--- src/hw/rtl/tlbpt_pkg.sv ---
// Shared constants, types and helpers for the TLB page-table translator.
package tlbpt_pkg;

  localparam int ADDR_W         = 16;
  localparam int OFFSET_W       = 8;
  localparam int FRAME_W        = 8;
  localparam int PAGE_SPACE     = 256;  // pages addressable by an 8-bit page field
  localparam int FREE_W         = 9;
  localparam int FRAME_LIMIT    = 256;
  localparam int COUNT_W        = 16;
  localparam int IN_TDATA_W     = 16;
  localparam int OUT_TDATA_W    = 56;

  localparam int TLB_ENTRIES_DEF = 16;
  localparam int PAGE_COUNT_DEF  = 256;

  // out_tdata field positions
  localparam int OUT_PHYS_LSB   = 0;
  localparam int OUT_HIT_BIT    = 16;
  localparam int OUT_FAULT_BIT  = 17;
  localparam int OUT_HTOT_LSB   = 18;
  localparam int OUT_FTOT_LSB   = 34;
  localparam int OUT_USED_W     = 50;

  typedef struct packed {
    logic accept;  // capture request, start TLB compare and table read
    logic commit;  // resolve request, update tables, load result register
  } cmd_t;

  function automatic logic [COUNT_W-1:0] sat_inc(input logic [COUNT_W-1:0] v);
    logic [COUNT_W-1:0] r;
    r = (v == {COUNT_W{1'b1}}) ? v : v + COUNT_W'(1);
    return r;
  endfunction

endpackage

--- src/hw/rtl/tlb_page_table_translator.sv ---
// Top level of the TLB page-table address translator.
// Translates one 16-bit logical address per request (page in [15:8], offset in
// [7:0]) through a fully associative TLB backed by a page table, allocating
// frames in order on a page fault and refilling the TLB round-robin on every
// miss. Each request has an accept cycle, which runs the parallel TLB
// compare and launches the page-table read, and a resolve cycle, which uses the
// registered read data, updates the tables and loads the result register.
// in_tready is high only between requests; a result held in the output
// register does not block the next accept, but the resolve cycle waits while
// the output register is still full. Pages are reduced modulo PAGE_COUNT
// before use. Hit and fault totals saturate at 0xFFFF. No clearing pass is
// needed after reset.
module tlb_page_table_translator #(
  parameter int TLB_ENTRIES = tlbpt_pkg::TLB_ENTRIES_DEF,  // 2..64
  parameter int PAGE_COUNT  = tlbpt_pkg::PAGE_COUNT_DEF    // 16..256
) (
  input  logic                               clk,
  input  logic                               rst_n,
  input  logic                               in_tvalid,
  output logic                               in_tready,
  input  logic [tlbpt_pkg::IN_TDATA_W-1:0]   in_tdata,   // [15:0] logical_addr
  output logic                               out_tvalid,
  input  logic                               out_tready,
  // [15:0] physical_addr, [16] tlb_hit, [17] page_fault,
  // [33:18] hit_total, [49:34] fault_total, [55:50] zero
  output logic [tlbpt_pkg::OUT_TDATA_W-1:0]  out_tdata
);

  tlbpt_pkg::cmd_t cmd;

  // sequencer: accept -> resolve, with result-register handshake
  tlbpt_ctrl u_ctrl (
    .clk        (clk),
    .rst_n      (rst_n),
    .in_tvalid  (in_tvalid),
    .in_tready  (in_tready),
    .out_tvalid (out_tvalid),
    .out_tready (out_tready),
    .cmd        (cmd)
  );

  // TLB, page table, allocator and counters
  tlbpt_datapath #(
    .TLB_ENTRIES (TLB_ENTRIES),
    .PAGE_COUNT  (PAGE_COUNT)
  ) u_dp (
    .clk       (clk),
    .rst_n     (rst_n),
    .cmd       (cmd),
    .in_tdata  (in_tdata),
    .out_tdata (out_tdata)
  );

endmodule

--- src/hw/rtl/tlbpt_ctrl.sv ---
// Controller: two-state sequencer and result-register valid flag.
module tlbpt_ctrl (
  input  logic               clk,
  input  logic               rst_n,
  input  logic               in_tvalid,
  output logic               in_tready,
  output logic               out_tvalid,
  input  logic               out_tready,
  output tlbpt_pkg::cmd_t    cmd
);

  localparam logic ST_IDLE    = 1'b0;
  localparam logic ST_RESOLVE = 1'b1;

  logic state_r, state_nxt;
  logic out_valid_r, out_valid_nxt;

  always_comb begin
    cmd.accept = 1'b0;
    cmd.commit = 1'b0;
    state_nxt  = state_r;
    case (state_r)
      ST_IDLE: begin
        cmd.accept = in_tvalid;
        if (in_tvalid) begin
          state_nxt = ST_RESOLVE;
        end
      end
      ST_RESOLVE: begin
        // hold until the result register is free or draining
        cmd.commit = !out_valid_r || out_tready;
        if (cmd.commit) begin
          state_nxt = ST_IDLE;
        end
      end
      default: begin
        state_nxt = ST_IDLE;
      end
    endcase
  end

  always_comb begin
    out_valid_nxt = out_valid_r;
    if (cmd.commit) begin
      out_valid_nxt = 1'b1;
    end else if (out_tready) begin
      out_valid_nxt = 1'b0;
    end
  end

  always_ff @(posedge clk) begin
    if (!rst_n) begin
      state_r     <= ST_IDLE;
      out_valid_r <= 1'b0;
    end else begin
      state_r     <= state_nxt;
      out_valid_r <= out_valid_nxt;
    end
  end

  assign in_tready  = (state_r == ST_IDLE);
  assign out_tvalid = out_valid_r;

endmodule

--- src/hw/rtl/tlbpt_datapath.sv ---
// Datapath: TLB cells, page table memory, frame allocator, counters, result register.
module tlbpt_datapath #(
  parameter int TLB_ENTRIES = tlbpt_pkg::TLB_ENTRIES_DEF,
  parameter int PAGE_COUNT  = tlbpt_pkg::PAGE_COUNT_DEF
) (
  input  logic                               clk,
  input  logic                               rst_n,
  input  tlbpt_pkg::cmd_t                    cmd,
  input  logic [tlbpt_pkg::IN_TDATA_W-1:0]   in_tdata,
  output logic [tlbpt_pkg::OUT_TDATA_W-1:0]  out_tdata
);

  localparam int PAGE_W = $clog2(PAGE_COUNT);
  localparam int SLOT_W = $clog2(TLB_ENTRIES);
  localparam int FW     = tlbpt_pkg::FRAME_W;
  localparam int OW     = tlbpt_pkg::OFFSET_W;
  localparam int CW     = tlbpt_pkg::COUNT_W;
  localparam int FREE_W = tlbpt_pkg::FREE_W;

  // page number reduced modulo the table size, as a constant lookup
  logic [PAGE_W-1:0] page_map [tlbpt_pkg::PAGE_SPACE];
  for (genvar g = 0; g < tlbpt_pkg::PAGE_SPACE; g++) begin : g_map
    assign page_map[g] = PAGE_W'(g % PAGE_COUNT);
  end

  logic [PAGE_W-1:0] page_in;
  assign page_in = page_map[in_tdata[tlbpt_pkg::ADDR_W-1:OW]];

  // TLB cells
  logic [PAGE_W-1:0]      tlb_tag_r   [TLB_ENTRIES];
  logic [FW-1:0]          tlb_frame_r [TLB_ENTRIES];
  logic [TLB_ENTRIES-1:0] tlb_valid_r;
  logic [SLOT_W-1:0]      slot_r;

  logic [TLB_ENTRIES-1:0] hit_vec;
  logic [FW-1:0]          hit_frame;

  always_comb begin
    hit_frame = '0;
    for (int i = 0; i < TLB_ENTRIES; i++) begin
      hit_vec[i] = tlb_valid_r[i] && (tlb_tag_r[i] == page_in);
      if (hit_vec[i]) begin
        hit_frame = hit_frame | tlb_frame_r[i];
      end
    end
  end

  // page table: frame memory with registered read, valid bits in flops
  logic [FW-1:0]         table_mem [PAGE_COUNT];
  logic [FW-1:0]         table_rd_r;
  logic [PAGE_COUNT-1:0] table_valid_r;

  // request captured at accept
  logic [PAGE_W-1:0] page_r;
  logic [OW-1:0]     offset_r;
  logic              hit_r;
  logic [FW-1:0]     hit_frame_r;

  logic [FREE_W-1:0] free_r;
  logic [CW-1:0]     hit_cnt_r;
  logic [CW-1:0]     fault_cnt_r;

  logic              fault;
  logic [FW-1:0]     frame;
  logic [CW-1:0]     hit_cnt_nxt;
  logic [CW-1:0]     fault_cnt_nxt;

  always_comb begin
    fault         = !hit_r && !table_valid_r[page_r];
    if (hit_r) begin
      frame = hit_frame_r;
    end else if (!fault) begin
      frame = table_rd_r;
    end else begin
      frame = free_r[FW-1:0];
    end
    hit_cnt_nxt   = hit_r ? tlbpt_pkg::sat_inc(hit_cnt_r) : hit_cnt_r;
    fault_cnt_nxt = fault ? tlbpt_pkg::sat_inc(fault_cnt_r) : fault_cnt_r;
  end

  always_ff @(posedge clk) begin
    if (cmd.accept) begin
      page_r      <= page_in;
      offset_r    <= in_tdata[OW-1:0];
      hit_r       <= |hit_vec;
      hit_frame_r <= hit_frame;
      table_rd_r  <= table_mem[page_in];
    end
    if (cmd.commit && fault) begin
      table_mem[page_r] <= free_r[FW-1:0];
    end
    if (cmd.commit && !hit_r) begin
      tlb_tag_r[slot_r]   <= page_r;
      tlb_frame_r[slot_r] <= frame;
    end
    if (cmd.commit) begin
      out_tdata <= {(tlbpt_pkg::OUT_TDATA_W - tlbpt_pkg::OUT_USED_W)'(0),
                    fault_cnt_nxt, hit_cnt_nxt, fault, hit_r, frame, offset_r};
    end
  end

  // control-type state with reset
  always_ff @(posedge clk) begin
    if (!rst_n) begin
      tlb_valid_r   <= '0;
      slot_r        <= '0;
      table_valid_r <= '0;
      free_r        <= '0;
      hit_cnt_r     <= '0;
      fault_cnt_r   <= '0;
    end else if (cmd.commit) begin
      hit_cnt_r   <= hit_cnt_nxt;
      fault_cnt_r <= fault_cnt_nxt;
      if (fault) begin
        table_valid_r[page_r] <= 1'b1;
        if (free_r < FREE_W'(tlbpt_pkg::FRAME_LIMIT)) begin
          free_r <= free_r + FREE_W'(1);
        end
      end
      if (!hit_r) begin
        tlb_valid_r[slot_r] <= 1'b1;
        slot_r <= (slot_r == SLOT_W'(TLB_ENTRIES - 1)) ? '0 : slot_r + SLOT_W'(1);
      end
    end
  end

endmodule

--- config.mk ---
export PLATFORM = sky130hd
export DESIGN_NAME = tlb_page_table_translator
export DESIGN_NICKNAME = d
export VERILOG_FILES = /design/src/hw/rtl/tlbpt_pkg.sv /design/src/hw/rtl/tlb_page_table_translator.sv /design/src/hw/rtl/tlbpt_ctrl.sv /design/src/hw/rtl/tlbpt_datapath.sv
export SDC_FILE = /design/constraint.sdc
export NUM_CORES = 2
export LEC_CHECK = 0
export CAP_MARGIN = 25
export CORE_MARGIN = 8
export CORE_UTILIZATION = 35
export CTS_CLUSTER_SIZE = 14
export DETAILED_ROUTE_END_ITERATION = 8
export DONT_BUFFER_PORTS = 1
export SKIP_LAST_GASP = 1
export SLEW_MARGIN = 0
export SYNTH_ARGS = -nofsm -noshare
export SYNTH_HDL_FRONTEND = slang
export SYNTH_SLANG_ARGS = --single-unit
--- constraint.sdc ---
create_clock -name clk -period 4.5 [get_ports clk]
set_input_delay 0.45 -clock clk [delete_from_list [all_inputs] [get_ports clk]]
set_output_delay 0.45 -clock clk [all_outputs]
set_load 0.01 [all_outputs]
Word level (Yosys, flattened, before mapping)
Memories as Yosys holds them, arrays and structs flattened. A register that Yosys moved wholly into a read port is not among the register bits.
Index checks and enable logic that the tools add are counted.
{ "op_classes": {"addsub": 4, "order_cmp": 6, "n_eq_ne": 19, "n_mux": 42, "n_bitwise": 20, "n_reduce_logical": 30} }
{ "ops": {"columns": ["operator", "n"], "rows": [
  ["bitwise OR 256 bit", 1],
  ["two-way mux 8 bit", 20],
  ["== test 8 bit", 16],
  ["bitwise OR 8 bit", 15],
  ["two-way mux 16 bit", 4],
  ["adder 16 x 1 -> 16 bit, second input constant", 2],
  ["== test 16 bit, second input constant", 2],
  ["logical AND 1 bit", 21],
  ["bitwise OR 16 bit", 1],
  ["OR reduction 16 bit", 1],
  ["two-way mux 1 bit", 13],
  ["adder 9 x 1 -> 9 bit, second input constant", 1],
  ["greater-or-equal comparator 9 bit, second input constant", 1],
  ["< comparator 8 x 9 -> 1 bit, second input constant", 1],
  ["< comparator 9 bit, second input constant", 1],
  ["inverter 8 -> 9 bit", 1],
  ["binary-select mux 1 bit (select 8 bit)", 1],
  ["demux 1 bit (select 8 bit)", 1],
  ["greater-or-equal comparator 8 x 1 -> 1 bit, second input constant", 1],
  ["< comparator 4 x 5 -> 1 bit, second input constant", 1],
  ["adder 4 x 1 -> 4 bit, second input constant", 1],
  ["demux 1 bit (select 4 bit)", 1],
  ["== test 4 bit, second input constant", 1],
  ["greater-or-equal comparator 4 x 1 -> 1 bit, second input constant", 1],
  ["other kinds (8)", 12]
]} }
{ "word_totals": {"ff_bits": 394, "ramBits": 2304, "romBits": 2048, "in_bits": 20, "output_inout_bits": 58, "mem_count": 4} }
{ "mem_list": {"columns": ["name", "words", "width", "rd", "rd_ports_with_merged_regs", "wr", "line_no", "text"], "rows": [
  ["(no name shown)", 256, 8, 1, 0, 0, "tlbpt_datapath.sv:27", "assign page_in = page_map[in_tdata[tlbpt_pkg::ADDR_W-1:OW]];"],
  ["u_dp.table_mem", 256, 8, 1, 1, 1, "tlbpt_datapath.sv:49", "logic [FW-1:0] table_mem [PAGE_COUNT];"],
  ["u_dp.tlb_frame_r", 16, 8, 16, 0, 1, "tlbpt_datapath.sv:31", "logic [FW-1:0] tlb_frame_r [TLB_ENTRIES];"],
  ["u_dp.tlb_tag_r", 16, 8, 16, 0, 1, "tlbpt_datapath.sv:30", "logic [PAGE_W-1:0] tlb_tag_r [TLB_ENTRIES];"]
]} }

Logic depth before layout (Yosys ltp)
{ "depth": {"depth_word": 37, "ltp_mapped": 16, "depth_no_buf": 9} }

Modules after synthesis
A second synthesis with hierarchy kept.
{ "unflattened": {"cells_unflattened": 5476, "hier_area_um2": 105142.1} }
{ "by_module_without_submodules": {"columns": ["mod", "instances", "cells_per_inst", "area_each_um2", "seq_area_each_um2"], "rows": [
  ["tlbpt_datapath", 1, 5466, 105032.0, 78024.8],
  ["tlbpt_ctrl", 1, 10, 110.1, 40.0]
]} }

Worst setup path before layout
Ideal clock, no wire load.
{ "synth_timing": {"kind": "register to register", "from": "reg u_dp.free_r[1]", "to": "reg u_dp.free_r[5]", "setup_time_ns": 0.144, "arrival_ns": 4.749, "setup_slack_ns": -0.393, "stages_incl_launch_ff": 5, "synth_period_minus_slack_ns": 4.893, "path_cell_list": "dfxtp_1 and3_1 nand4_1 o311ai_0 o41ai_1"} }
{ "synth_between": {"elab_chain_len": 2, "word_cells_on_any_way": 3, "cone_classes": "add/sub: 1; order compare: 1; reduce/logical: 1"} }
{ "synth_rtl": {"columns": ["element", "line_no", "text"], "rows": [
  ["start, declared", "tlbpt_datapath.sv:59", "logic [FREE_W-1:0] free_r;"],
  ["start signal, assigned", "tlbpt_datapath.sv:117", "free_r <= free_r + FREE_W'(1);"],
  ["< comparator 9 bit", "tlbpt_datapath.sv:116", "if (free_r < FREE_W'(tlbpt_pkg::FRAME_LIMIT)) begin"],
  ["AND reduction 3 bit (no line)", null, null]
]} }
Parallel ways exist; a longest one is shown, timed or not.
A chain may end at the register's enable or synchronous reset.

Final worst setup path
{ "layout_timing": {"from": "in in_tdata[9] (netlist bit)", "to": "reg u_dp.table_rd_r[6] (read register of u_dp.table_mem) (data pin)"} }
{ "layout_between": {"elab_chain_len": 4} }
{ "layout_rtl": {"columns": ["element", "line_no", "text"], "rows": [
  ["start, declared", "tlb_page_table_translator.sv:21", "input logic [tlbpt_pkg::IN_TDATA_W-1:0] in_tdata,"],
  ["inverter 8 -> 9 bit (implied by the code)", "tlbpt_datapath.sv:27", null],
  ["memory (256 x 8 bit)", null, null],
  ["two-way mux 8 bit (implied by the code) (2 in a row)", "tlbpt_datapath.sv:27", null],
  ["end, declared", "tlbpt_datapath.sv:50", "logic [FW-1:0] table_rd_r;"]
]} }
No other way between the ends. The select of a mux whose other input is x is not followed.

==> results.md <==
Run status:
- The flow ran to the end, and the final reports show no timing, DRC or antenna violations.

Synth:
- Among all cell types in the netlist, the one instantiated most often is edfxtp_1.
- The commonest register cell after synthesis is edfxtp_1.
- Summed over all instances, the cell type with the most area after synthesis is edfxtp_1.
- After synthesis, the most frequently instantiated cells are edfxtp_1 (2,387), mux4_2 (724), nor2_1 (341).
- The instance count of the mapped netlist is 5,279.
- The number of flops mapped to enable cells by yosys is 2,387.
- After synthesis the cells add up to 0.105 mm².
- In this run, distinct cell masters in the synthesized netlist total 69.
- The share of synthesized flip-flops with an asynchronous set or reset is 0%.
- The share of the Yosys chip area taken by registers is 74.5%.
- Ranked by total cell area, the synthesized netlist is headed by edfxtp_1 (68%), mux4_2 (16%), dfxtp_1 (6.1%).
- A synthesized cell averages 19.8 µm².
- The synthesized design devotes to its leading area cell type 68.4% of total area.
- The count of state elements after synthesis is 2,706.
- During synthesis, Yosys emitted a total of 0 warnings.

Placement:
- The routability-driven placement congestion ratio is roughly 0.80.
- The instance area after placement is 0.112 mm².
- The number of buffers inserted by port buffering is 0.
- After legalization and detailed placement, the total HPWL measured approximately 150 mm.

Timing:
- In this run the tightest slew margin relative to its limit is 23.5%.
- The max-slew violation count is 0.
- At the pin with the least slew margin, the transition time is 1.15 ns.
- The sum of negative setup slack is 0 ns.
- Setup repair after global routing left no endpoint under its margin.
- The worst-case clock skew is just under 0.08 ns.
- In the finished design, the share of the clock period the worst path needs comes to between 90% and 100%.
- The final critical delay including setup and external delays is 4.38 ns.
- For this run, the top clock speed supported by timing is 228 MHz.
- Setup violations remaining at the end of the flow were counted as 0.
- The number of hold-slack violations in the final timing report came to 0.

Pwr:
- The sequential group share of total power is 52.6%.
- In this run the power spent charging and discharging nets is between 0.01 and 0.015 W.
- Net switching is 20.4% of the power.
- Cell internal power was estimated by the tool at a little over 0.04 W.
- The reported leakage power is 39.6 nW.
- Combinational cells account for 3.0% of the total power.
- The clock share of power is 44.4%.
- The power density over the cells is 425 mW/mm².
- The worst vdd rail ir drop is between 200 and 300 µV.

Clock tree:
- The clock sink count is 2,706.
- The clock root buffer master is clkbuf_16.
- Post-CTS timing repair inserted 0 buffers for setup.
- The number of buffers inserted during clock tree synthesis is 283.
- The clock-pin slew on the worst setup and hold paths is 0.06 ns.
- The maximum level of the CTS H-tree is 5.
- The clock insertion delay at the later pin of the skew report is 0.87 ns.
- The maximum buffer depth of the clock tree is 4.
- The TritonCTS clock tree is yes.

Floorplanning:
- The number of top-level pins is 78.
- The row count is ~200.
- The floorplan step set the die width to ~560 µm.
- Once the floorplan was initialized, standard cells occupied 35.1% of the core.
- The area of the core region is 0.299 mm².
- The die extent in y is ~560 µm.
- The total die area is approximately 0.32 mm².

Routing:
- The sum of routed wire length over all layers is 262 mm.
- Dividing the detail-routed wire length by the instance count gives 26.5 µm.
- The number of routed nets with antenna violations is 0.
- After detailed routing, the number of remaining DRC violations is 0.
- The number of vias after detailed routing is 53,000.
- The initial DRC count is a little under 6,000.
- Dividing the detail-routed via count by the number of cells gives roughly 5.4.
- The count of TritonRoute iterations in the first routing pass is 6.

Global routing:
- The maximum number of pins on one net before global-route repair is 530.
- The first global-routing pass estimated about 380 mm of wire.
- The overall global routing resource usage is 16.0%.
- The number of antenna violations at the first check in global routing is 8.
- The total overflow left after global routing is 0.
- The via count of the first global-routing pass was 53,500.

Setup path:
- At the worst endpoint, the required time is 5.09 ns.
- The type of element launching the critical path is a primary input.
- STA puts the critical path data arrival time at 4.98 ns.
- Of all nets on the critical path, the largest fanout is 170.
- The worst setup path is of the in2reg kind.
- The worst setup path is captured at a flip-flop.

Hold path:
- The min-delay analysis places its worst path in the category in2reg.

Cells and area:
- In the final layout, the share of cells above drive strength 1 is 27.1%.
- The layout net count is 5,740.
- From synthesis to final layout, the design area changed by 16.0%.
- The final design instance area without fill is around 0.12 mm².

Run:
- The max capacitance violation total is 0.
## cells in the final DEF (no fill, tap or decap), drive strengths merged, types with 5 or more instances in the layout
| cell type | synthesis | layout |
|---|---|---|
| ha | 7 | 7 |
| mux4 | 724 | 724 |
| a22oi | 38 | 38 |
| and3 | 23 | 23 |
| and2 | 9 | 9 |
| nor2 | 341 | 341 |
| or3 | 13 | 13 |
| nor4 | 44 | 44 |
| nand4 | 36 | 36 |
| nand2 | 210 | 210 |
| clkinv | 4 | 94 |
| o21a | 113 | 113 |
| edfxtp | 2387 | 2387 |
| conb | 1 | 6 |
| xor2 | 94 | 94 |
| bufinv | 0 | 25 |
| a2bb2oi | 10 | 10 |
| a22o | 43 | 43 |
| inv | 30 | 39 |
| nand3 | 65 | 65 |
| o21ai | 146 | 146 |
| o31ai | 7 | 7 |
| mux2 | 15 | 15 |
| a221oi | 26 | 26 |
| or4 | 6 | 6 |
| nor2b | 16 | 16 |
| mux2i | 36 | 36 |
| xnor2 | 66 | 66 |
| or2 | 5 | 5 |
| a21oi | 37 | 37 |
| clkbuf | 208 | 374 |
| nor3 | 26 | 26 |
| nand2b | 14 | 14 |
| clkinvlp | 0 | 9 |
| dfxtp | 319 | 319 |
| buf | 116 | 427 |
| dlygate4sd3 | 0 | 37 |
## cells by family after synthesis
group                    synth area share, %
XOR/XNOR                                1.34
AND/OR/NAND/NOR                         3.53
other                                0.00358
adder cells (fa/ha/maj)               0.0836
flip-flops                              74.5
AO/OA/AOI/OAI                           2.96
multiplexers                            16.1
buffers and inverters                   1.46
## per-layer routing
layer / vias to the layer above / track usage (%) / routed length (µm)
li1: 22300 / - / -
met1: 28300 / 22.2 / 111000
met2: 1945 / 25.7 / 125000
met3: 421 / 3.03 / 19400
met4: 2 / 4.70 / 7310
met5: - / 0 / 13
## metrics by stage
step | total power [W] | setup slack (ns) | cells | hold slack [ns] | utilization [%]
floorplan | 0.0288 | 0.597 | 5284 | 0.400 | -
global placement | 0.0289 | 0.146 | 9334 | 0.406 | 37.4
detailed placement | 0.0289 | 0.150 | 9337 | 0.407 | 37.4
CTS | 0.0519 | 0.0903 | 9878 | 0.0611 | 40.6
global route | 0.0531 | 0.0507 | 9890 | 0.139 | 40.7
finish | 0.0517 | 0.117 | 9891 | 0.178 | 40.7
## final cells by class
cell class,instances,area (µm²)
Fill cell,26200,177000
Tap cell,3958,4950
Sequential cell,2706,78100
Multi-Input combinational cell,2220,25200
Clock inverter,133,1410
Antenna cell,2,5.00
Clock buffer,370,7610
Inverter,34,128
Timing Repair Buffer,468,4060
## path summary, 6_finish.rpt
check                                end  slack [ns]        startpoint  depth (start not counted)
hold reg to reg        u_dp.out_tdata[6]        0.42  u_dp.offset_r[6]                          0
setup reg to reg  u_dp.table_mem[123][1]        0.25    u_dp.page_r[1]                         13
setup / recovery      u_dp.table_rd_r[6]        0.12       in_tdata[9]                          8
hold / removal        u_dp.table_rd_r[6]        0.18      in_tdata[14]                          4
## power groups by stage
stage | Clock (W) | Combinational, W | Sequential [W]
after floorplan | 0 | 0.00106 | 0.0277
after global placement | 0 | 0.00117 | 0.0277
after detailed placement | 0 | 0.00119 | 0.0277
after CTS | 0.0234 | 0.00125 | 0.0272
after global routing | 0.0243 | 0.00163 | 0.0272
final | 0.0229 | 0.00155 | 0.0272
## flip-flops by register name, indices dropped and copies added, names as in the netlist, 4 cells and up
name / flops
u_dp.table_rd_r: 8
u_dp.page_r: 8
u_dp.slot_r: 4
u_dp.offset_r: 8
u_dp.tlb_tag_r: 128
u_dp.tlb_frame_r: 128
u_dp.out_tdata: 50
u_dp.table_valid_r: 256
u_dp.tlb_valid_r: 16
u_dp.hit_frame_r: 8
u_dp.fault_cnt_r: 16
u_dp.free_r: 9
u_dp.table_mem: 2048
u_dp.hit_cnt_r: 16
## critical path, stage by stage
cell and delay (ns):
buf_16 0.61, buf_16 0.54, buf_16 0.72, mux4_2 0.44
mux4_2 0.58, mux4_2 0.51, a22oi_1 0.51, nand2_1 0.12
## what timing repair did
| item | CTS | global route |
|---|---|---|
| setup endpoints to repair | 0 | 417 |
| hold buffers | 38 | 0 |
| resized for setup | 0 | 2 |
| endpoints found under the hold margin | 290 | 0 |
Power figures use the tool's default switching activity.
